--- src/rtl/max_heap_priority_queue_defines.svh ---
// ----------------------------------------------------------------------------
// max_heap_priority_queue_defines
// assertion macros used by the priority queue datapath
// ----------------------------------------------------------------------------
`ifndef MAX_HEAP_PRIORITY_QUEUE_DEFINES_SVH
`define MAX_HEAP_PRIORITY_QUEUE_DEFINES_SVH

`ifndef SYNTHESIS
`define MHPQ_ASSERT(label, prop) \
  label: assert property (@(posedge clk) disable iff (rst) (prop)) \
    else $error("mhpq assertion failed");
`define MHPQ_ASSERT_ALWAYS(label, prop) \
  label: assert property (@(posedge clk) (prop)) \
    else $error("mhpq assertion failed");
`else
`define MHPQ_ASSERT(label, prop)
`define MHPQ_ASSERT_ALWAYS(label, prop)
`endif

`endif

--- src/rtl/mhpq_pkg.sv ---
// ----------------------------------------------------------------------------
// mhpq_pkg
// types and constants for the max-heap priority queue
// ----------------------------------------------------------------------------
package mhpq_pkg;

  localparam int HEAP_DEPTH = 256;
  localparam int IDX_W      = $clog2(HEAP_DEPTH);
  localparam int CNT_W      = $clog2(HEAP_DEPTH + 1);
  localparam int KEY_W      = 16;
  localparam int TAG_W      = 16;
  localparam int LIMIT_W    = 9;

  localparam logic ACT_INSERT  = 1'b0;
  localparam logic ACT_EXTRACT = 1'b1;

  typedef enum logic [1:0] {
    ST_OK    = 2'd0,
    ST_FULL  = 2'd1,
    ST_EMPTY = 2'd2
  } status_t;

  typedef struct packed {
    logic [KEY_W-1:0] key;
    logic [TAG_W-1:0] tag;
  } entry_t;

  typedef enum logic [2:0] {
    RD_NONE   = 3'd0,
    RD_ZERO   = 3'd1,
    RD_LAST   = 3'd2,
    RD_PARENT = 3'd3,
    RD_LEFT   = 3'd4,
    RD_RIGHT  = 3'd5
  } rd_sel_t;

  typedef enum logic [1:0] {
    WR_NONE  = 2'd0,
    WR_CUR   = 2'd1,
    WR_RDATA = 2'd2,
    WR_CHILD = 2'd3
  } wr_sel_t;

  typedef struct packed {
    logic    ld_insert;
    logic    ld_extract;
    logic    cap_root;
    logic    cap_last;
    logic    cap_left;
    rd_sel_t rd_sel;
    wr_sel_t wr_sel;
    logic    finish;
    status_t fin_status;
  } dp_cmd_t;

  typedef struct packed {
    logic full;
    logic empty;
    logic idx_zero;
    logic parent_ge;
    logic no_left;
    logic child_gt;
  } dp_status_t;

endpackage

--- src/rtl/mhpq_ctrl.sv ---
// ----------------------------------------------------------------------------
// mhpq_ctrl
// controller sequencing insert sift up and extract sift down
// ----------------------------------------------------------------------------
module mhpq_ctrl import mhpq_pkg::*; (
  input  logic       clk,
  input  logic       rst,
  input  logic       start,
  input  logic       action,
  input  dp_status_t st,
  output logic       busy,
  output dp_cmd_t    cmd
);

  typedef enum logic [7:0] {
    S_IDLE    = 8'b0000_0001,
    S_UP_CHK  = 8'b0000_0010,
    S_UP_CMP  = 8'b0000_0100,
    S_EX_ROOT = 8'b0000_1000,
    S_EX_LAST = 8'b0001_0000,
    S_DN_CHK  = 8'b0010_0000,
    S_DN_L    = 8'b0100_0000,
    S_DN_R    = 8'b1000_0000
  } state_t;

  state_t state;
  state_t state_next;

  always_ff @(posedge clk) begin
    if (rst) begin
      state <= S_IDLE;
    end else begin
      state <= state_next;
    end
  end

  assign busy = state != S_IDLE;

  always_comb begin
    state_next     = state;
    cmd            = '0;
    cmd.rd_sel     = RD_NONE;
    cmd.wr_sel     = WR_NONE;
    cmd.fin_status = ST_OK;
    unique case (state)
      S_IDLE: begin
        if (start) begin
          if (action == ACT_INSERT) begin
            if (st.full) begin
              cmd.finish     = 1'b1;
              cmd.fin_status = ST_FULL;
            end else begin
              cmd.ld_insert = 1'b1;
              state_next    = S_UP_CHK;
            end
          end else begin
            if (st.empty) begin
              cmd.finish     = 1'b1;
              cmd.fin_status = ST_EMPTY;
            end else begin
              cmd.ld_extract = 1'b1;
              cmd.rd_sel     = RD_ZERO;
              state_next     = S_EX_ROOT;
            end
          end
        end
      end
      S_UP_CHK: begin
        if (st.idx_zero) begin
          cmd.wr_sel = WR_CUR;
          cmd.finish = 1'b1;
          state_next = S_IDLE;
        end else begin
          cmd.rd_sel = RD_PARENT;
          state_next = S_UP_CMP;
        end
      end
      S_UP_CMP: begin
        if (st.parent_ge) begin
          cmd.wr_sel = WR_CUR;
          cmd.finish = 1'b1;
          state_next = S_IDLE;
        end else begin
          cmd.wr_sel = WR_RDATA;
          state_next = S_UP_CHK;
        end
      end
      S_EX_ROOT: begin
        cmd.cap_root = 1'b1;
        cmd.rd_sel   = RD_LAST;
        state_next   = S_EX_LAST;
      end
      S_EX_LAST: begin
        cmd.cap_last = 1'b1;
        state_next   = S_DN_CHK;
      end
      S_DN_CHK: begin
        if (st.no_left) begin
          cmd.wr_sel = WR_CUR;
          cmd.finish = 1'b1;
          state_next = S_IDLE;
        end else begin
          cmd.rd_sel = RD_LEFT;
          state_next = S_DN_L;
        end
      end
      S_DN_L: begin
        cmd.cap_left = 1'b1;
        cmd.rd_sel   = RD_RIGHT;
        state_next   = S_DN_R;
      end
      S_DN_R: begin
        if (st.child_gt) begin
          cmd.wr_sel = WR_CHILD;
          state_next = S_DN_CHK;
        end else begin
          cmd.wr_sel = WR_CUR;
          cmd.finish = 1'b1;
          state_next = S_IDLE;
        end
      end
      default: begin
        state_next = S_IDLE;
      end
    endcase
  end

endmodule

--- config.mk ---
export PLATFORM = sky130hd
export DESIGN_NAME = mhpq_ctrl
export DESIGN_NICKNAME = d
export VERILOG_FILES = /design/src/rtl/max_heap_priority_queue_defines.svh /design/src/rtl/mhpq_pkg.sv /design/src/rtl/mhpq_ctrl.sv
export SDC_FILE = /design/constraint.sdc
export NUM_CORES = 1
export LEC_CHECK = 0
export ABC_AREA = 0
export BUFFER_PORTS_ARGS = -buffer_cell sky130_fd_sc_hd__clkbuf_2
export CAP_MARGIN = 10
export CORE_AREA = 2 2 39 41
export DETAILED_ROUTE_END_ITERATION = 8
export DIE_AREA = 0 0 41 43
export PLACE_DENSITY = 0.69
export SYNTH_ARGS = -nofsm -noshare
export SYNTH_HDL_FRONTEND = slang
export SYNTH_SLANG_ARGS = --single-unit
--- constraint.sdc ---
create_clock -name clk -period 4.4 [get_ports clk]
set_clock_uncertainty 0.15 [all_clocks]
set_input_delay 0.88 -clock clk [delete_from_list [all_inputs] [get_ports clk]]
set_output_delay 0.88 -clock clk [all_outputs]
set_load 0.02 [all_outputs]
# --- Word-level counts from Yosys, hierarchy flattened ---
# Cells that the tools add are included.
totals:
  register_bits: 8
  out_inout_bits: 14
classes:
  n_eq_ne: 12
  n_mux: 37
  reduce_logical: 1
op_table:
  columns: ["op", "count"]
  rows:
  - ["$pmux W8 S8", 1]
  - ["$mux W8", 4]
  - ["$mux W2", 9]
  - ["$mux W3", 6]
  - ["$pmux W3 S5", 1]
  - ["$mux W1", 12]
  - ["$eq A8 B1 Y1 const B", 1]
  - ["$eq A8 B2 Y1 const B", 1]
  - ["$eq A8 B3 Y1 const B", 1]
  - ["$eq A8 B4 Y1 const B", 1]
  - ["$eq A8 B5 Y1 const B", 1]
  - ["$eq A8 B6 Y1 const B", 1]
  - ["$eq A8 B7 Y1 const B", 1]
  - ["$eq A8 B8 Y1 const B", 1]
  - ["$ne A8 B1 Y1 const B", 1]
  - ["$pmux W2 S4", 1]
  - ["$mux W7", 1]
  - ["$mux W6", 1]
  - ["$ne A3 B3 Y1 const B", 2]
  - ["$pmux W1 S5", 1]
  - ["$reduce_and A3 Y1", 1]
  - ["$ne A2 B2 Y1 const B", 1]

# --- Depth between registers and ports, before layout ---
# Gate-level depths: netlist of the first run.
depth:
  ltp_word: 4
  mapped_depth: 5

# --- Worst setup path before layout of the first run ---
# Ideal clock, no wire load.
synth_timing:
  kind: "flip-flop to output port"
  start: "register state[2]"
  end: "output port cmd[0] (netlist name)"
  t_arrival_ns: 1.644
  required_ns: 3.370
  path_slack_ns: 1.726
  path_stages_with_launch: 5
  path_buffers: 0
  path_cell_list: "dfxtp_1 > nor4_4 > and4b_1 > nand2_1 > nor3b_1"
synth_rtl:
  columns: ["item", "line", "rtl"]
  rows:
  - ["from (decl)", "mhpq_ctrl.sv:26", "state_t state;"]
  - ["from (signal assigned)", "mhpq_ctrl.sv:33", "state <= state_next;"]
  - ["to (decl)", "mhpq_ctrl.sv:12", "output dp_cmd_t cmd"]

==> reports/qor.csv, run 1 <==
stage,metric,value,unit
timing,grt_setup_unrepaired,false,
final_layout,largest_register,state,
synth,synthCells,66,
critical_path,critical_path_class,reg2out,
floorplan,die_h,43,um
route,drcViolationCount,0,
synth,synth_area_leaders,"dfxtp_1 31%, nor2_1 8.7%, nand4b_1 8.4%, nor4_4 8.2%, inv_1 6.5%",
timing,final-max-slew-violation-count,0,
pwr,total_power,0.193,mW
cts,clock_latency,0.26,ns
route,drt_iter0_drc,10,
final_layout,fillers,142,
final_layout,reg.largest.list,state x8,
cts,path_clk_slew,0.05,ns
hold_path,worstHoldStart,state[3],
cts,numCtsBuffers,3,
pwr,power_density,285,nW/um2
floorplan,fp.dieW,41,um
pwr,p_leak,0.355,nW
final_layout,drive_gt1_frac,0.315,
critical_path,end_kind,output port,
route,first_pass_iters,4,
grt,grt-ovfl-total,0,
grt,grt_max_degree,7,
timing,finalCritPeriodShare,0.667,
route,vias_per_cell,5.45,
synth,synth_xor_area_frac,0.0169,
final_layout,nets,104,
synth,synth_top_family_by_area,simple AND/OR/NAND/NOR gates,
timing,tightest_slew,0.375,ns
floorplan,core-area,1380,um2
route,wl_per_cell,11.8,um
cts,clock_sinks,8,
synth,avgSynthCellArea,7.87,um2
job,drv_cap,0,
run_status,status,completed,
critical_path,rr_worst_depth,5,
cts,root_buffer,clkbuf_4,
critical_path,arrival,1.91,ns
placement,dpl.cell_count,105,
timing,fmax,341,MHz
floorplan,num_rows,14,
cts,post_cts_resized,0,
timing,setup_viol,0,
cts,post_cts_buffers,0,
synth,synthAdderAreaFrac,0,
synth,syn_nets,76,
synth,yosys.area.top_type,dfxtp_1,
hold_path,hold_class,reg2reg,
route,routed_wl,1270,um
synth,ys_types,23,
floorplan,ioPinCount,24,
synth,synth_compound_area_frac,0.0916,
cts,tritoncts,yes,
synth,ys_seq_area_frac,0.308,
synth,ys_seq_elements,8,
critical_path,worstReg2RegEnd,state[0],
timing,fin_tns_setup,0,ns
floorplan,die_area,1760,um2
critical_path,r2r-start,state[2],
hold_path,min_to,state[4],
synth,synth_top_area_frac,0.308,
placement,finalWeightedCongestion,0.748,
synth,synth-simple-area-share,0.499,
pwr,vdd_drop_max,0.000131,V
hold_path,whs_path_depth,2,
grt,antenna_found_initial,0,
final_layout,final_area,677,um2
grt,grt_first_pass_wirelength,1990,um
cts,cts_hold_buffers,0,
synth,synth_mux_area_frac,0.0193,
final_layout,final_core_util,0.489,
final_layout,ff_latch_area,160,um2
timing,relSlewSlack,0.748,
critical_path,rrSetupSlack,2.54,ns
synth,synth_area,519,um2
timing,hold_viol_final,0,
grt,globalRouteTotalUtil,0.172,
cts,clock_path_buffers,2,
final_layout,largest_reg_flops,8,
synth,synth_warnings,0,
critical_path,required,3.37,ns
cts,htree_levels,1,
final_layout,syn_to_final_growth,30.4,%
grt,grt_pass1_vias,497,
final_layout,antennaDiodeCount,0,
placement,place_area,654,um2
critical_path,cp-start-kind,register,
route,ant_nets,0,
final_layout,final_cells,108,
timing,fin_crit,2.94,ns
route,vias,589,
placement,portBuffers,23,
critical_path,cp_max_fo,6,
placement,hpwl,1060,um
final_layout,multi_input_area,325,um2
floorplan,start_util,0.375,
[power breakdown]
group	internal (mW)	leakage (nW)	switching (mW)
clock network	0.0313	0.0138	0.0265
logic	0.0228	0.277	0.0320
registers	0.0753	0.0648	0.00490
total	0.129	0.355	0.0634
[layer usage]
layer,track usage,up-vias,share of wire
met5,0,-,0
met1,0.194,269,0.45
met3,0.0628,2,0.089
li1,-,293,-
met2,0.253,25,0.44
met4,0.120,0,0.017
[synthesized netlist by cell type]
| library cell | number |
|---|---|
| nand4_1 | 3 |
| nand4b_2 | 1 |
| nand4b_1 | 5 |
| and4b_1 | 2 |
| o22ai_1 | 1 |
| a21o_1 | 1 |
| mux2i_1 | 1 |
| nor4_4 | 2 |
| nand2_1 | 4 |
| or3_1 | 1 |
| nor3_1 | 2 |
| nor2b_1 | 1 |
| nor2_1 | 12 |
| xor2_1 | 1 |
| inv_1 | 9 |
| or4_1 | 1 |
| nor3b_1 | 1 |
| o22a_1 | 1 |
| nor4_1 | 1 |
| nand3_1 | 3 |
| o21ai_0 | 4 |
| a21oi_1 | 1 |
| dfxtp_1 | 8 |
[cells by family after synthesis]
family                 count (synthesis)
AND/OR/NAND/NOR                       39
buffers and inverters                  9
AO/OA/AOI/OAI                          8
flip-flops                             8
XOR/XNOR                               1
multiplexers                           1
[worst max path at each step]
stage	start	endpoint	slack [ns]	depth (start not counted)
2_1_floorplan	state[2]	cmd[0]	1.73	4
3_3_place_gp	st[3]	cmd[3]	1.69	5
3_5_place_dp	st[3]	cmd[3]	1.67	5
4_1_cts	state[2]	cmd[0]	1.45	5
5_1_grt	state[0]	cmd[2]	1.27	6
6_report	state[2]	cmd[0]	1.46	5
[worst max-delay path: stages (launching register included)]
cell and delay (ns):
dfxtp_1 0.35, nor4_4 0.43, and4b_1 0.37, nand2_1 0.12, nor3b_1 0.19, clkbuf_2 0.19
[layout make-up]
| cell class | instances | share of cell area |
|---|---|---|
| well taps | 16 | 0.0296 |
| repair buffers | 23 | 0.170 |
| multi-input cells | 49 | 0.481 |
| inverters | 9 | 0.0499 |
| clock buffers | 3 | 0.0333 |
| flip-flops and latches | 8 | 0.237 |
[placed cells by master, fill, tap and decap left out]
cell,netlist,layout
nand4b_1,5,5
mux2i_1,1,1
o22a_1,1,1
a21oi_1,1,1
nor4_1,1,1
nand3_1,3,3
or3_1,1,1
clkbuf_2,0,23
or4_1,1,1
nand4b_2,1,1
dfxtp_1,8,8
nor2b_1,1,1
nor4_4,2,2
a21o_1,1,1
and4b_1,2,2
xor2_1,1,1
o21ai_0,4,4
nor3_1,2,2
nor3b_1,1,1
inv_1,9,9
clkbuf_4,0,3
o22ai_1,1,1
nor2_1,12,12
nand4_1,3,3
nand2_1,4,4
[stage by stage]
step / setup WS (ns) / hold slack (ns)
floorplan: 1.73 / 0.397
global placement: 1.69 / 0.430
detailed placement: 1.67 / 0.438
CTS: 1.45 / 0.447
global route: 1.27 / 0.476
finish: 1.46 / 0.448
Note: power is estimated with default switching activity, not from simulation.
==> inputs of run 2 (changes only) <==
--- a/config.mk
+++ b/config.mk
@@ -5,13 +5,13 @@
 export SDC_FILE = /design/constraint.sdc
 export NUM_CORES = 1
 export LEC_CHECK = 0
-export ABC_AREA = 0
+export ABC_AREA = 1
 export BUFFER_PORTS_ARGS = -buffer_cell sky130_fd_sc_hd__clkbuf_2
 export CAP_MARGIN = 10
-export CORE_AREA = 2 2 39 41
+export CORE_MARGIN = 2
+export CORE_UTILIZATION = 42
 export DETAILED_ROUTE_END_ITERATION = 8
-export DIE_AREA = 0 0 41 43
-export PLACE_DENSITY = 0.69
+export PLACE_DENSITY = 0.73
 export SYNTH_ARGS = -nofsm -noshare
 export SYNTH_HDL_FRONTEND = slang
 export SYNTH_SLANG_ARGS = --single-unit
==> constraint.sdc (replaced) <==
create_clock -name clk -period 2.5 [get_ports clk]
set_clock_uncertainty 0.15 [all_clocks]
set_input_delay 0.5 -clock clk [delete_from_list [all_inputs] [get_ports clk]]
set_output_delay 0.5 -clock clk [all_outputs]
set_load 0.02 [all_outputs]
==> run 2 against run 1 <==
  * Design area rose by 19%
  * Count of clock-buffer cells in the layout did not move
  * Clock power rose by 65%
  * Total power rose by 77%
  * Sequential power rose by 68%
  * Sequential cell count did not move
  * Worst setup slack got worse by 1.1 ns
  * Sequential share of layout area fell by 3.7 points
  * Cell count rose by 39%
  * Largest power group unchanged
==> reports/qor.csv, run 2 <==
stage,metric,value,unit,change
run_status,status,completed,,
pwr,p_int,0.226,mW,+74%
final_layout,fillers,163,,+15%
critical_path,worstReg2RegEnd,state[0],,
timing,finalCritPeriodShare,0.841,,
floorplan,die_h,43.2,um,+0.48%
floorplan,core-area,1470,um2,+6.3%
cts,numCtsBuffers,3,,unchanged
critical_path,cp-start-kind,register,,
final_layout,nets,146,,+40%
pwr,pwr-share-clk,0.279,,-0.021
final_layout,antennaDiodeCount,0,,unchanged
grt,grt_pass1_vias,612,,+23%
placement,place_area,781,um2,+19%
timing,tightest_slew,0.195,ns,-0.180 ns
pwr,p_seq_frac,0.396,,-0.020
route,ant_nets,0,,unchanged
synth,ys_seq_elements,8,,unchanged
grt,grt_max_degree,8,,+1
synth,synthFlopType,dfxtp_1,,
final_layout,syn_to_final_growth,24.4,%,
synth,synth_area_leaders,"dfxtp_1 25%, nand2_1 17%, nor2_1 11%, nand3_1 7.8%, inv_1 7.6%",,
hold_path,hold_class,in2reg,,
route,vias_per_cell,4.82,,-12%
synth,ys_types,20,,-13%
pwr,switching_power,0.116,mW,+83%
cts,path_clk_slew,0.05,ns,about the same
timing,grt_setup_unrepaired,false,,
floorplan,ioPinCount,24,,unchanged
grt,grtUsageMet3,0.0340,,-0.0288
floorplan,start_util,0.439,,+0.0635
timing,setup_viol,0,,unchanged
cts,clock_sinks,8,,unchanged
pwr,power_density,426,nW/um2,+49%
grt,use_met1,0.193,,-0.000249
critical_path,crit_start,state[7],,
pwr,p_leak,0.507,nW,+43%
route,wl_per_cell,9.67,um,-18%
synth,yosysMostFrequentCell,nand2_1,,
synth,yosys.area.top_type,dfxtp_1,,
critical_path,rrSetupSlack,1.16,ns,-1.38 ns
cts,htree_levels,1,,unchanged
critical_path,endpoint,cmd[1],,
grt,met2_usage,0.293,,+0.0394
critical_path,r2r-start,state[7],,
synth,synth_area,646,um2,+24%
grt,globalRouteTotalUtil,0.175,,+0.00334
placement,hpwl,1270,um,+21%
floorplan,fp.dieW,43.2,um,+5.4%
route,drcViolationCount,0,,unchanged
route,vias,723,,+23%
synth,synth_warnings,0,,unchanged
cts,tritoncts,yes,,
synth,syn_nets,118,,+55%
cts,post_cts_resized,0,,unchanged
cts,clock_path_buffers,2,,unchanged
final_layout,mostFrequentLayoutCells,"30 x nand2_1, 23 x clkbuf_2, 19 x nor2_1",,
critical_path,end_kind,output port,,
final_layout,drive_gt1_frac,0.328,,+0.0131
timing,fin_tns_setup,0,ns,unchanged
synth,synthTopCellsByCount,"30 x nand2_1, 19 x nor2_1, 13 x inv_1",,
pwr,vdd_drop_max,0.000219,V,+67%
timing,fin_crit,2.10,ns,
grt,grt_first_pass_wirelength,2390,um,+20%
placement,portBuffers,23,,unchanged
final_layout,largest_register,state,,
timing,hold_viol_final,0,,unchanged
synth,ys_async_sr_fraction,0,,unchanged
route,first_pass_iters,4,,unchanged
floorplan,die_area,1870,um2,+5.9%
critical_path,arrival,1.45,ns,-0.46 ns
pwr,pwr-share-comb,0.326,,+0.042
final_layout,final_common_cell,nand2_1,,
grt,antenna_found_initial,0,,unchanged
final_layout,reg.largest.list,state x8,,
grt,grt-ovfl-total,0,,unchanged
timing,timing.hold.ws,0.351,ns,-0.0969 ns
final_layout,ff_latch_area,160,um2,unchanged
critical_path,cp_max_fo,6,,unchanged
pwr,sw_frac_of_total,0.340,,+0.0113
critical_path,rr_worst_depth,7,,+2
timing,fmax,475,MHz,
floorplan,num_rows,14,,unchanged
final_layout,final_area,803,um2,+19%
grt,grt-busiest-layer,met2,,
synth,avgSynthCellArea,5.98,um2,-24%
placement,finalWeightedCongestion,0.809,,+8.2%
cts,post_cts_buffers,0,,unchanged
final_layout,multi_input_area,407,um2,+25%
cts,root_buffer,clkbuf_4,,
cts,cts_hold_buffers,0,,unchanged
critical_path,required,1.85,ns,-1.52 ns
route,routed_wl,1450,um,+14%
final_layout,largest_reg_flops,8,,unchanged
cts,clock_latency,0.25,ns,about the same
route,drt_iter0_drc,8,,-2
timing,relSlewSlack,0.869,,+0.121
synth,synth_top_area_frac,0.248,,-0.0604
synth,ys_seq_area_frac,0.248,,-0.0604
critical_path,critical_path_class,reg2out,,
timing,final-max-slew-violation-count,0,,unchanged
job,drv_cap,0,,unchanged
synth,synthCells,108,,+64%
synth,synth_edf_count,0,,unchanged
-- run 2: cell types whose count changed in the layout (fill, tap and decap cells not counted), sizes merged, moves of 2 or more --
cell,before,now
nand4b,6,0
nand3b,0,2
o21ai,4,2
nand2,4,36
nand3,3,11
nor2,12,23
nor4,3,0
and4b,2,0
inv,9,19
-- run 2: layer usage --
layer  wire length, um  share of wire
met4                37          0.026
met5                 0              0
met2               685           0.47
met1               636           0.44
met3                91          0.063
-- run 2: final cells by class --
type | instances | share of cell area
Multi-Input combinational cell | 80 | 0.506
Tap cell | 16 | 0.0249
Clock buffer | 3 | 0.0280
Inverter | 20 | 0.0981
Sequential cell | 8 | 0.199
Timing Repair Buffer | 23 | 0.143
-- run 2: how the worst min path moves through the flow --
stage	start	end	slack [ns]	cells past startpoint
floorplan	rst	state[3]	0.42	1
global placement	state[6]	state[7]	0.53	4
detailed placement	state[6]	state[7]	0.53	4
CTS	rst	state[3]	0.35	2
global route	rst	state[3]	0.37	2
finish	rst	state[3]	0.35	2
-- run 2: kinds of logic after synthesis --
family	count (synthesis)	share of synthesized area
and+or+nand+nor	77	0.607
buffers and inverters	20	0.122
DFF	8	0.248
AOI/OAI and AO/OA	3	0.0232
-- run 2: power groups by stage --
stage	clock network, mW	logic (mW)	registers (mW)
after floorplan	0	0.0809	0.137
after global placement	0	0.110	0.138
after detailed placement	0	0.112	0.138
after CTS	0.0991	0.112	0.135
after global routing	0.0996	0.124	0.135
final	0.0953	0.111	0.135
-- run 2: critical path, cell delays in order (launching register included) --
cell and delay (ns):
dfxtp_1 0.33, inv_2 0.07, nand2_2 0.09, nor2_8 0.14, nand2_4 0.09, inv_4 0.08
nand2_4 0.06, nor3_1 0.15, clkbuf_2 0.20
-- run 2: stage by stage --
step                      setup slack, ns  std cells  utilization  power [mW]
after floorplan                     0.572        108            -       0.218
after CTS                           0.361        150        0.546       0.347
after global placement              0.688        147        0.531       0.248
after detailed placement            0.646        147        0.531       0.250
after global routing                0.289        150        0.546       0.359
final                               0.397        150        0.546       0.342
